$ cat src/rtl/igfr_pkg.sv
`timescale 1ns / 1ps
// ----------------------------------------------------------------------------
// igfr_pkg
// Shared types and constants of the idle-gap frame receiver.
// ----------------------------------------------------------------------------
package igfr_pkg;

   localparam int FRAME_CAPACITY   = 64;
   localparam int ADDR_W           = $clog2(FRAME_CAPACITY);
   localparam int COUNT_W          = 7;
   localparam int INDEX_W          = 6;
   localparam int BYTE_W           = 8;

   localparam logic [COUNT_W-1:0] CAPACITY_COUNT = COUNT_W'(FRAME_CAPACITY);
   localparam logic [BYTE_W-1:0]  IDLE_TICKS_RESET = 8'd3;

   localparam logic MODE_BYTE = 1'b0;
   localparam logic MODE_TICK = 1'b1;

   typedef enum logic [1:0] {
      ST_IDLE,
      ST_READ,
      ST_LOAD,
      ST_SEND
   } igfr_state_type;

   typedef struct packed {
      logic               load;
      logic [INDEX_W-1:0] index;
      logic [COUNT_W-1:0] length;
      logic               last;
      logic [BYTE_W-1:0]  number;
      logic               overflowed;
   } igfr_rsp_load_type;

endpackage

$ cat src/rtl/igfr_if.sv
`timescale 1ns / 1ps
// ----------------------------------------------------------------------------
// igfr_if
// Request and response channels of the idle-gap frame receiver.
// ----------------------------------------------------------------------------
interface igfr_req_if;
   logic       valid;
   logic       ready;
   logic       mode;
   logic [7:0] rx_byte;

   modport source (output valid, output mode, output rx_byte, input ready);
   modport sink   (input valid, input mode, input rx_byte, output ready);
endinterface

interface igfr_rsp_if;
   logic       valid;
   logic       ready;
   logic [7:0] frame_byte;
   logic [5:0] byte_index;
   logic [6:0] frame_length;
   logic       last;
   logic [7:0] frame_number;
   logic       overflowed;

   modport source (output valid, output frame_byte, output byte_index,
                   output frame_length, output last, output frame_number,
                   output overflowed, input ready);
   modport sink   (input valid, input frame_byte, input byte_index,
                   input frame_length, input last, input frame_number,
                   input overflowed, output ready);
endinterface

$ cat src/rtl/igfr_ram.sv
`timescale 1ns / 1ps
// ----------------------------------------------------------------------------
// igfr_ram
// Generic single-write, single-read RAM with registered read data.
// ----------------------------------------------------------------------------
module igfr_ram #(
   parameter int WIDTH = 8,
   parameter int DEPTH = 64
) (
   input  logic                     clock,
   input  logic                     wr_en,
   input  logic [$clog2(DEPTH)-1:0] wr_addr,
   input  logic [WIDTH-1:0]         wr_data,
   input  logic                     rd_en,
   input  logic [$clog2(DEPTH)-1:0] rd_addr,
   output logic [WIDTH-1:0]         rd_data
);

   logic [WIDTH-1:0] mem_ff [DEPTH];
   logic [WIDTH-1:0] rd_data_ff;

   always_ff @(posedge clock) begin
      if (wr_en) begin
         mem_ff[wr_addr] <= wr_data;
      end
      if (rd_en) begin
         rd_data_ff <= mem_ff[rd_addr];
      end
   end

   assign rd_data = rd_data_ff;

endmodule

$ cat src/rtl/igfr_ctrl.sv
`timescale 1ns / 1ps
// ----------------------------------------------------------------------------
// igfr_ctrl
// Frame state, idle counter and readout sequencer around one index unit.
// ----------------------------------------------------------------------------
module igfr_ctrl
   import igfr_pkg::*;
(
   input  logic                   clock,
   input  logic                   reset,
   input  logic                   req_valid,
   input  logic                   req_mode,
   input  logic [BYTE_W-1:0]      req_byte,
   output logic                   req_ready,
   input  logic [BYTE_W-1:0]      idle_ticks,
   input  logic                   rsp_taken,
   output logic                   ram_wr_en,
   output logic [ADDR_W-1:0]      ram_wr_addr,
   output logic [BYTE_W-1:0]      ram_wr_data,
   output logic                   ram_rd_en,
   output logic [ADDR_W-1:0]      ram_rd_addr,
   output igfr_rsp_load_type      rsp_load
);

   igfr_state_type     state_ff, state_in;
   logic [BYTE_W-1:0]  idle_count_ff, idle_count_in;
   logic               frame_open_ff, frame_open_in;
   logic [COUNT_W-1:0] byte_count_ff, byte_count_in;
   logic [BYTE_W-1:0]  frames_done_ff, frames_done_in;
   logic               overflow_ff, overflow_in;
   logic [COUNT_W-1:0] index_ff, index_in;

   // shared index unit: advance and last-byte compare
   logic [COUNT_W-1:0] index_next;
   logic               index_last;

   assign index_next = index_ff + 1'b1;
   assign index_last = (index_next == byte_count_ff);

   always_ff @(posedge clock) begin
      if (reset) begin
         state_ff       <= ST_IDLE;
         idle_count_ff  <= '0;
         frame_open_ff  <= 1'b0;
         byte_count_ff  <= '0;
         frames_done_ff <= '0;
         overflow_ff    <= 1'b0;
         index_ff       <= '0;
      end else begin
         state_ff       <= state_in;
         idle_count_ff  <= idle_count_in;
         frame_open_ff  <= frame_open_in;
         byte_count_ff  <= byte_count_in;
         frames_done_ff <= frames_done_in;
         overflow_ff    <= overflow_in;
         index_ff       <= index_in;
      end
   end

   always_comb begin
      logic [COUNT_W-1:0] count_base;
      logic               ov_base;

      state_in       = state_ff;
      idle_count_in  = idle_count_ff;
      frame_open_in  = frame_open_ff;
      byte_count_in  = byte_count_ff;
      frames_done_in = frames_done_ff;
      overflow_in    = overflow_ff;
      index_in       = index_ff;

      req_ready   = 1'b0;
      ram_wr_en   = 1'b0;
      ram_wr_addr = byte_count_ff[ADDR_W-1:0];
      ram_wr_data = req_byte;
      ram_rd_en   = 1'b0;
      ram_rd_addr = index_ff[ADDR_W-1:0];

      rsp_load.load       = 1'b0;
      rsp_load.index      = index_ff[INDEX_W-1:0];
      rsp_load.length     = byte_count_ff;
      rsp_load.last       = index_last;
      rsp_load.number     = frames_done_ff;
      rsp_load.overflowed = overflow_ff;

      // a byte after the idle gap restarts the frame
      count_base = (idle_count_ff == '0) ? '0 : byte_count_ff;
      ov_base    = (idle_count_ff == '0) ? 1'b0 : overflow_ff;

      case (state_ff)
         ST_IDLE: begin
            req_ready = 1'b1;
            if (req_valid) begin
               if (req_mode == MODE_BYTE) begin
                  frame_open_in = 1'b1;
                  idle_count_in = idle_ticks;
                  ram_wr_addr   = count_base[ADDR_W-1:0];
                  if (count_base < CAPACITY_COUNT) begin
                     ram_wr_en     = 1'b1;
                     byte_count_in = count_base + 1'b1;
                     overflow_in   = ov_base;
                  end else begin
                     byte_count_in = count_base;
                     overflow_in   = 1'b1;
                  end
               end else if (idle_count_ff != '0) begin
                  idle_count_in = idle_count_ff - 1'b1;
               end else if (frame_open_ff) begin
                  frame_open_in  = 1'b0;
                  frames_done_in = frames_done_ff + 1'b1;
                  index_in       = '0;
                  state_in       = ST_READ;
               end
            end
         end
         ST_READ: begin
            ram_rd_en = 1'b1;
            state_in  = ST_LOAD;
         end
         ST_LOAD: begin
            rsp_load.load = 1'b1;
            state_in      = ST_SEND;
         end
         ST_SEND: begin
            // hold until the response is taken
            if (rsp_taken) begin
               if (index_last) begin
                  state_in = ST_IDLE;
               end else begin
                  index_in = index_next;
                  state_in = ST_READ;
               end
            end
         end
         default: begin
            state_in = ST_IDLE;
         end
      endcase
   end

endmodule

$ cat src/rtl/idle_gap_frame_receiver_core.sv
`timescale 1ns / 1ps
// ----------------------------------------------------------------------------
// idle_gap_frame_receiver_core
// Groups received bytes into frames closed by an idle gap of timer ticks.
// ----------------------------------------------------------------------------
//  channel  direction  carries
//  req_ch   in         mode, rx_byte (byte or timer tick)
//  rsp_ch   out        frame_byte, byte_index, frame_length, last,
//                      frame_number, overflowed
//  csr_*    in         idle_ticks write (wr_en, wr_data)
//
//  A byte or a tick that closes no frame is accepted without holding off
//  requests. Once a closing tick of an N-byte frame is accepted, requests
//  are held off while the readout sequencer runs, for each byte, a RAM
//  read, an output load and a handshake; a stalled response holds them
//  off longer.
//  Reset is synchronous; the byte store needs no clearing pass.
// ----------------------------------------------------------------------------
module idle_gap_frame_receiver_core
   import igfr_pkg::*;
(
   input  logic              clock,
   input  logic              reset,
   igfr_req_if.sink          req_ch,
   igfr_rsp_if.source        rsp_ch,
   input  logic              csr_wr_en,
   input  logic [BYTE_W-1:0] csr_wr_data
);

   logic [BYTE_W-1:0]  idle_ticks_ff;
   logic               rsp_valid_ff;
   logic [BYTE_W-1:0]  frame_byte_ff;
   logic [INDEX_W-1:0] byte_index_ff;
   logic [COUNT_W-1:0] frame_length_ff;
   logic               last_ff;
   logic [BYTE_W-1:0]  frame_number_ff;
   logic               overflowed_ff;

   logic               rsp_taken;
   logic               ram_wr_en;
   logic [ADDR_W-1:0]  ram_wr_addr;
   logic [BYTE_W-1:0]  ram_wr_data;
   logic               ram_rd_en;
   logic [ADDR_W-1:0]  ram_rd_addr;
   logic [BYTE_W-1:0]  ram_rd_data;
   igfr_rsp_load_type  rsp_load;

   assign rsp_taken = rsp_valid_ff & rsp_ch.ready;

   igfr_ctrl u_ctrl (
      .clock       (clock),
      .reset       (reset),
      .req_valid   (req_ch.valid),
      .req_mode    (req_ch.mode),
      .req_byte    (req_ch.rx_byte),
      .req_ready   (req_ch.ready),
      .idle_ticks  (idle_ticks_ff),
      .rsp_taken   (rsp_taken),
      .ram_wr_en   (ram_wr_en),
      .ram_wr_addr (ram_wr_addr),
      .ram_wr_data (ram_wr_data),
      .ram_rd_en   (ram_rd_en),
      .ram_rd_addr (ram_rd_addr),
      .rsp_load    (rsp_load)
   );

   igfr_ram #(
      .WIDTH (BYTE_W),
      .DEPTH (FRAME_CAPACITY)
   ) u_store (
      .clock   (clock),
      .wr_en   (ram_wr_en),
      .wr_addr (ram_wr_addr),
      .wr_data (ram_wr_data),
      .rd_en   (ram_rd_en),
      .rd_addr (ram_rd_addr),
      .rd_data (ram_rd_data)
   );

   always_ff @(posedge clock) begin
      if (reset) begin
         idle_ticks_ff <= IDLE_TICKS_RESET;
      end else if (csr_wr_en) begin
         idle_ticks_ff <= csr_wr_data;
      end
   end

   always_ff @(posedge clock) begin
      if (reset) begin
         rsp_valid_ff <= 1'b0;
      end else if (rsp_load.load) begin
         rsp_valid_ff <= 1'b1;
      end else if (rsp_taken) begin
         rsp_valid_ff <= 1'b0;
      end
   end

   // capture one response from the store read
   always_ff @(posedge clock) begin
      if (rsp_load.load) begin
         frame_byte_ff   <= ram_rd_data;
         byte_index_ff   <= rsp_load.index;
         frame_length_ff <= rsp_load.length;
         last_ff         <= rsp_load.last;
         frame_number_ff <= rsp_load.number;
         overflowed_ff   <= rsp_load.overflowed;
      end
   end

   assign rsp_ch.valid        = rsp_valid_ff;
   assign rsp_ch.frame_byte   = frame_byte_ff;
   assign rsp_ch.byte_index   = byte_index_ff;
   assign rsp_ch.frame_length = frame_length_ff;
   assign rsp_ch.last         = last_ff;
   assign rsp_ch.frame_number = frame_number_ff;
   assign rsp_ch.overflowed   = overflowed_ff;

endmodule

$ cat src/flat_wrapper.sv
// flat-port wrapper written by rule: the top's interface ports become plain ports
module idle_gap_frame_receiver_core_flat import igfr_pkg::*;
  (clock, reset, csr_wr_en, csr_wr_data, req_ch_valid, req_ch_mode, req_ch_rx_byte, req_ch_ready, rsp_ch_valid, rsp_ch_frame_byte, rsp_ch_byte_index, rsp_ch_frame_length, rsp_ch_last, rsp_ch_frame_number, rsp_ch_overflowed, rsp_ch_ready);
  igfr_req_if req_ch_i ();
  igfr_rsp_if rsp_ch_i ();
  input  logic clock;
  input  logic reset;
  input  logic csr_wr_en;
  input  logic [BYTE_W-1:0] csr_wr_data;
  input wire logic [$bits(req_ch_i.valid)-1:0] req_ch_valid;
  input wire logic [$bits(req_ch_i.mode)-1:0] req_ch_mode;
  input wire logic [$bits(req_ch_i.rx_byte)-1:0] req_ch_rx_byte;
  output wire logic [$bits(req_ch_i.ready)-1:0] req_ch_ready;
  output wire logic [$bits(rsp_ch_i.valid)-1:0] rsp_ch_valid;
  output wire logic [$bits(rsp_ch_i.frame_byte)-1:0] rsp_ch_frame_byte;
  output wire logic [$bits(rsp_ch_i.byte_index)-1:0] rsp_ch_byte_index;
  output wire logic [$bits(rsp_ch_i.frame_length)-1:0] rsp_ch_frame_length;
  output wire logic [$bits(rsp_ch_i.last)-1:0] rsp_ch_last;
  output wire logic [$bits(rsp_ch_i.frame_number)-1:0] rsp_ch_frame_number;
  output wire logic [$bits(rsp_ch_i.overflowed)-1:0] rsp_ch_overflowed;
  input wire logic [$bits(rsp_ch_i.ready)-1:0] rsp_ch_ready;
  assign req_ch_i.valid = req_ch_valid;
  assign req_ch_i.mode = req_ch_mode;
  assign req_ch_i.rx_byte = req_ch_rx_byte;
  assign req_ch_ready = req_ch_i.ready;
  assign rsp_ch_valid = rsp_ch_i.valid;
  assign rsp_ch_frame_byte = rsp_ch_i.frame_byte;
  assign rsp_ch_byte_index = rsp_ch_i.byte_index;
  assign rsp_ch_frame_length = rsp_ch_i.frame_length;
  assign rsp_ch_last = rsp_ch_i.last;
  assign rsp_ch_frame_number = rsp_ch_i.frame_number;
  assign rsp_ch_overflowed = rsp_ch_i.overflowed;
  assign rsp_ch_i.ready = rsp_ch_ready;
  idle_gap_frame_receiver_core u_core (.clock(clock), .reset(reset), .req_ch(req_ch_i), .rsp_ch(rsp_ch_i), .csr_wr_en(csr_wr_en), .csr_wr_data(csr_wr_data));
endmodule
$ cat config.mk
export PLATFORM = sky130hd
export DESIGN_NAME = idle_gap_frame_receiver_core_flat
export DESIGN_NICKNAME = d
export VERILOG_FILES = /design/src/rtl/igfr_pkg.sv /design/src/rtl/igfr_if.sv /design/src/rtl/igfr_ram.sv /design/src/rtl/igfr_ctrl.sv /design/src/rtl/idle_gap_frame_receiver_core.sv /design/src/flat_wrapper.sv
export SDC_FILE = /design/constraint.sdc
export NUM_CORES = 1
export LEC_CHECK = 0
export ABC_AREA = 1
export BUFFER_PORTS_ARGS = -buffer_cell sky130_fd_sc_hd__buf_2
export CAP_MARGIN = 20
export CORE_MARGIN = 2
export CORE_UTILIZATION = 40
export DETAILED_ROUTE_END_ITERATION = 8
export SETUP_SLACK_MARGIN = 0.4
export SYNTH_ARGS = -nofsm -noshare
export SYNTH_HDL_FRONTEND = slang
export SYNTH_HIERARCHICAL = 1
export SYNTH_SLANG_ARGS = --single-unit
$ cat constraint.sdc
create_clock -name clock -period 9.4 [get_ports clock]
set_input_delay 0.94 -clock clock [delete_from_list [all_inputs] [get_ports clock]]
set_output_delay 0.94 -clock clock [all_outputs]
set_load 0.01 [all_outputs]
# Yosys cells after proc, flatten, opt, wreduce, memory -nomap -nowiden
# Memories as Yosys holds them, arrays and structs flattened. A register that Yosys moved wholly into a read port is not among the register bits.
# Index checks and enable logic that the tools add are counted.
[word_totals] reg_bits=74 mem_bits_rw=512 input_bits=22 output_inout_bits=33 mem_count=1
[memory_table] name="u_core.u_store.mem_ff" depth=64 word_bits=8 rd=1 rd_ports_with_merged_regs=1 write_ports=1 line="igfr_ram.sv:19" rtl="logic [WIDTH-1:0] mem_ff [DEPTH];"
[classes] addsub=4 n_lt_le_gt_ge=1 eq_ne=13 n_mux=36 bitwise_logic=3 reduce_logical=12
[ops] operator="7-bit two-way mux" count=8
[ops] operator="6-bit two-way mux" count=3
[ops] operator="1-bit two-way mux" count=16
[ops] operator="8-bit two-way mux" count=2
[ops] operator="7-bit by 1-bit adder with 7-bit output, second input constant" count=2
[ops] operator="2-bit != test, second input constant" count=7
[ops] operator="7-bit one-hot mux with 2 select lines" count=1
[ops] operator="2-bit two-way mux" count=5
[ops] operator="5-bit AND reduction" count=2
[ops] operator="3-bit AND reduction" count=3
[ops] operator="8-bit by 1-bit adder with 8-bit output, second input constant" count=1
[ops] operator="8-bit zero test" count=1
[ops] operator="2-bit one-hot mux with 4 select lines" count=1
[ops] operator="8-bit nonzero test" count=1
[ops] operator="8-bit by 1-bit subtractor with 8-bit output, second input constant" count=1
[ops] operator="7-bit == test" count=1
[ops] operator="7-bit less-than comparator, second input constant" count=1
[ops] operator="7-bit AND reduction" count=1
[ops] operator="2-bit == test, second input constant" count=2
[ops] operator="2-bit by 1-bit != test with 1-bit output, second input constant" count=2
[ops] operator="4-bit AND reduction" count=1
[ops] operator="2-bit nonzero test" count=2
[ops] operator="2-bit by 1-bit == test with 1-bit output, second input constant" count=1
[ops] operator="2-bit zero test" count=1
[ops] operator="other kinds (2)" count=3

# Depth between registers and ports, before layout
[logic_depth] ltp_word=9 mapped_depth=14 depth_no_buf=14

# By module
# The synthesis kept the hierarchy.
[modules_own_cells] mod="igfr_ram" instances=1 cells_per_inst=1805 area_per_inst_um2=21419.3
[modules_own_cells] mod="igfr_ctrl" instances=1 cells_per_inst=344 area_per_inst_um2=2327.2
[modules_own_cells] mod="idle_gap_frame_receiver_core" instances=1 cells_per_inst=72 area_per_inst_um2=1242.4

# Least setup slack after synthesis
# Ideal clock, no wire load.
[synth_path] path_kind="input port to flip-flop" start="input port req_ch_valid" end="memory u_core.u_store.mem_ff[48][0], enable pin" setup_ps=395 t_arrival_ps=2912 setup_slack_ps=6093 path_stages=7 path_cell_list="nand2_1 -> nor2_4 -> inv_2 -> nor2_1 -> clkbuf_1 -> nand4_1 -> nor4_1"
[synth_between] elab_chain_len=4
[synth_lines] item="start: declaration" line="flat_wrapper.sv:10" rtl="input wire logic [$bits(req_ch_i.valid)-1:0] req_ch_valid;"
[synth_lines] item="1-bit two-way mux" line="igfr_ctrl.sv:93" rtl="if (req_valid) begin"
[synth_lines] item="1-bit two-way mux" line="igfr_ctrl.sv:90" rtl="case (state_ff)"
[synth_lines] item="net u_core.ram_wr_en" line="idle_gap_frame_receiver_core.sv:40" rtl="logic ram_wr_en;"
[synth_lines] item="1-bit two-way mux" line="igfr_ram.sv:23" rtl="if (wr_en) begin"
[synth_lines] item="1-bit two-way mux (not written as such)" line="igfr_ram.sv:24" rtl="mem_ff[wr_addr] <= wr_data;"
[synth_lines] item="end: declaration" line="igfr_ram.sv:19"
# The timed path passes the listed nets, and every way through them passes these cells.

# Worst setup path in the final report
[layout_path] start="register u_core.u_ctrl.state_ff[0]" end="memory u_core.u_store.mem_ff[47][0], enable pin"
[layout_between] elab_chain_len=4
[layout_lines] item="start: declaration" line="igfr_ctrl.sv:25" rtl="igfr_state_type state_ff, state_in;"
[layout_lines] item="start signal: assignment" line="igfr_ctrl.sv:50" rtl="state_ff <= state_in;"
[layout_lines] item="2-bit zero test" line="igfr_ctrl.sv:90"
[layout_lines] item="1-bit two-way mux" line="igfr_ctrl.sv:90"
[layout_lines] item="net u_core.ram_wr_en" line="idle_gap_frame_receiver_core.sv:40"
[layout_lines] item="1-bit two-way mux" line="igfr_ram.sv:23"
[layout_lines] item="1-bit two-way mux (not written as such)" line="igfr_ram.sv:24"
# The timed path passes the listed nets, and every way through them passes these cells.

==> results.txt <==
The run finished with clean final reports. After detailed routing, the average wire length per cell comes to 19.7 um. Post-cts resize count: 0. TritonCTS created 59 clock buffers. The met2 routing resource usage after global routing is 0.317, and the area of the placeable core is 61700 sq um. After synthesis, the largest family of logic cells by area is simple AND/OR/NAND/NOR gates.

The Yosys step of the flow raised 6 warnings. Setup repair after global routing left no endpoint under its margin. The routed layout has 16235 vias. The clock net sink count is 594, and the total global routing track utilization is 0.190. The fraction of the cycle the final worst path needs works out to 0.444. In this run the cell area of the synthesized design comes to 25000 sq um. Global-route layer with the greatest usage: met2. The multiplexer fraction of the synthesized cell area is 0.000401, and the relative area change from synthesis to final layout is 9.72%. The layout has 5750 filler cells. The category of the worst setup path launch point is a flip-flop. The biggest area contributor in the post-synthesis netlist is sky130_fd_sc_hd__edfxtp_1.

The number of antenna violations at the first check in global routing was 0; the number of distinct library cells after synthesis was 43. Wires add up to 61.2 mm. The number of hold buffers added after CTS was 0. The type of the tightest min-delay check was flip-flop to flip-flop.

The mean instance size in the synthesized netlist is 11.3 sq um. For the met3 layer usage reported by global route, the log shows 0.0249. In this run the number of H-tree levels came out at 2. The share of the synthesized area in the top cell type was 0.662; the half-perimeter wire length after detailed placement was 35.3 mm. The worst-margin pin slew was 1.08 ns; the arrival time of data at the critical path endpoint was 4.40 ns. In the final timing run, aggregate negative setup slack is 0 ns.

In this run the tool buffered the top-level ports with 54 buffer cells. The run gives 0.444 as the post-layout utilization of the core. The post-synthesis compound-gate area fraction is 0.0116, and the simple logic cell fraction of the synthesized area is 0.234.

Entering global routing, the biggest net connects 204 pins. After clock tree synthesis, the clock-pin slew on the worst setup and hold paths is 0.06 ns. Setup violations remaining at the end of the flow were counted as 0. STA classifies the critical path endpoint as a flip-flop. Synthesis produced a netlist whose cell count is 2221. The via count of the first global-routing pass is 15597, and the max-slew violation count is 0.

The analysis attributes to cell leakage a power of 0.00983 uW. Global routing finished with a remaining overflow of 0. The I/O pin count came out at 55. The max capacitance violation total is 0, and the xor and xnor area share after synthesis is 0.00280. The floorplan has 91 rows.

The global placer's final weighted congestion is 0.849, and the combined area of the multi-input logic cells is 6320 sq um. The worst-case IR drop observed on VDD is 192 uV. The detailed router finished its first iteration with 1605 violations. Counting every net in the synthesized netlist gives 2251. Of all nets on the critical path, the largest fanout is 13. The die covers 64500 sq um. The number of setup buffers added after CTS is 0. The type of the setup path with the least slack is flip-flop to flip-flop. The fraction of final layout cells sized beyond drive strength 1 came out at 0.0839. The first detailed-routing pass ran for 5 iterations. The maximum frequency from static timing analysis is 0.240 GHz, and the routing usage on met1 is 0.258.

For this design the ratio of total power to cell area is 260 nW/um^2. The run gives 0.697 as the portion of the post-synthesis area used by sequential elements. The logs give 9.63 ns for the required time of the critical path and 0 for the DRC violations left. The clock root buffer is sky130_fd_sc_hd__clkbuf_16. The tools report the post-layout net count as 2247. TritonCTS built the clock tree. The synthesized-area fraction occupied by adder cells is 0.00401.

The global-route wire length before repair was 92.3 mm; the vertical die dimension was 254 um. The normalized max-slew margin is 0.279. By area the synthesized netlist is led by sky130_fd_sc_hd__edfxtp_1, sky130_fd_sc_hd__nand2_1, sky130_fd_sc_hd__nand3_1. The maximum root-to-sink buffer count was 3. The die is 254 um wide.

The clock latency of the later-clocked register in the worst-skew pair was 0.62 ns; the final setup skew was 0.0311 ns. The final-report hold violation count is 0. The detail route stage leaves a number of antenna-violating nets equal to 0. The worst path needs 4.17 ns of the cycle, external delays included. After detailed routing, the number of vias per cell comes to 5.24. The sequential cells in the finished layout cover a total of 17400 sq um. The antenna cell count was 0; the flop and latch count out of synthesis was 594. Starting utilization of the core area: 0.405.
placed cells by master (no fill, tap or decap), drive strengths merged:
cell / netlist / final
mux2i: 1 / 1
o221ai: 1 / 1
clkinvlp: 0 / 5
xnor2: 2 / 2
clkinv: 1 / 29
ha: 8 / 8
and3b: 1 / 1
nor3: 8 / 8
buf: 124 / 77
xor2: 6 / 6
nand4: 20 / 20
nand2: 731 / 731
o22ai: 1 / 1
dfxtp: 43 / 43
inv: 65 / 68
nor4: 9 / 9
bufinv: 0 / 5
a211oi: 2 / 2
or2: 2 / 2
a31oi: 5 / 5
o211ai: 3 / 3
nand3: 462 / 462
edfxtp: 551 / 551
clkbuf: 18 / 67
o21ai: 21 / 21
nor2: 119 / 119
o21a: 2 / 2
a21oi: 15 / 15
worst max-delay path, stage by stage (launching register included):
cell                      delay, ns
sky130_fd_sc_hd__dfxtp_1       0.36
sky130_fd_sc_hd__inv_1         0.10
sky130_fd_sc_hd__ha_1          0.32
sky130_fd_sc_hd__nand2_1       0.21
sky130_fd_sc_hd__nor2_4        0.20
sky130_fd_sc_hd__inv_2         0.10
sky130_fd_sc_hd__nor2_1        0.60
sky130_fd_sc_hd__nand4_1       0.97
sky130_fd_sc_hd__nor2_1        0.91
power by group:
part           internal, uW  switching [uW]
Combinational           503            1270
Sequential             2990             102
Clock                  1290             975
Total                  4780            2350
cell type report:
type,instances,area share
Tap cell,837,0.0382
Multi-Input combinational cell,1419,0.231
Sequential cell,594,0.635
Timing Repair Buffer,77,0.0188
Clock buffer,67,0.0549
Clock inverter,41,0.0130
Inverter,66,0.00931
synth_stat cells (all sizes together):
master / number
xor2: 6
o221ai: 1
edfxtp: 551
clkinv: 1
clkbuf: 18
o211ai: 3
nor4: 9
a21oi: 15
dfxtp: 43
o22ai: 1
a31oi: 5
nor2: 119
xnor2: 2
o21a: 2
a211oi: 2
and3b: 1
nand3: 462
o21ai: 21
nor3: 8
buf: 124
ha: 8
mux2i: 1
nand2: 731
nand4: 20
inv: 65
or2: 2
flip-flops by register name, indices dropped and copies added, names as in the netlist:
signal and cells:
u_core/idle_ticks_ff 8, u_core/rsp_ch.byte_index 6, u_core/rsp_ch.frame_byte 8, u_core/rsp_ch.frame_length 7, u_core/rsp_ch.frame_number 8, u_core/rsp_ch.last 1
u_core/rsp_ch.overflowed 1, u_core/rsp_ch.valid 1, u_core/u_ctrl/byte_count_ff 7, u_core/u_ctrl/frame_open_ff 1, u_core/u_ctrl/frames_done_ff 8, u_core/u_ctrl/idle_count_ff 8
u_core/u_ctrl/index_ff 7, u_core/u_ctrl/overflow_ff 1, u_core/u_ctrl/state_ff 2, u_core/u_store/mem_ff 512, u_core/u_store/rd_data 8
per-layer routing:
layer | up-vias | part of all wire
li1 | 7691 | -
met1 | 7876 | 0.42
met2 | 577 | 0.49
met3 | 91 | 0.067
met4 | 0 | 0.023
met5 | - | 0
per-stage QoR:
stage          power (uW)  area [sq um]  hold slack [ns]  std cells  setup slack [ns]
3_5_place_dp         4890         25500            0.405       2992              5.10
3_3_place_gp         4860         25500            0.406       2990              5.17
2_1_floorplan        4470         25000            0.400       2221              6.09
5_1_grt              7470         27400            0.432       3101              4.94
4_1_cts              7150         27400            0.419       3100              5.33
6_report             7130         27400            0.418       3101              5.23
cells by family after synthesis:
group	Yosys count
AOI/OAI and AO/OA	50
xor gates and xnor gates	8
adders and majority gates	8
buffers and inverters	208
DFF	594
muxes	1
and+or+nand+nor	1352
worst paths after layout:
path                             start                           end  slack (ns)  cells after the start
max          u_core/u_ctrl/state_ff[0]  u_core/u_store/mem_ff[47][0]        5.23                      8
min          u_core/u_store/rd_data[3]   u_core/rsp_ch.frame_byte[3]        0.42                      0
max reg2reg  u_core/u_ctrl/state_ff[0]  u_core/u_store/mem_ff[47][0]        5.23                      8
min reg2reg  u_core/u_store/rd_data[3]   u_core/rsp_ch.frame_byte[3]        0.42                      0
(Power assumes the default switching activity.)
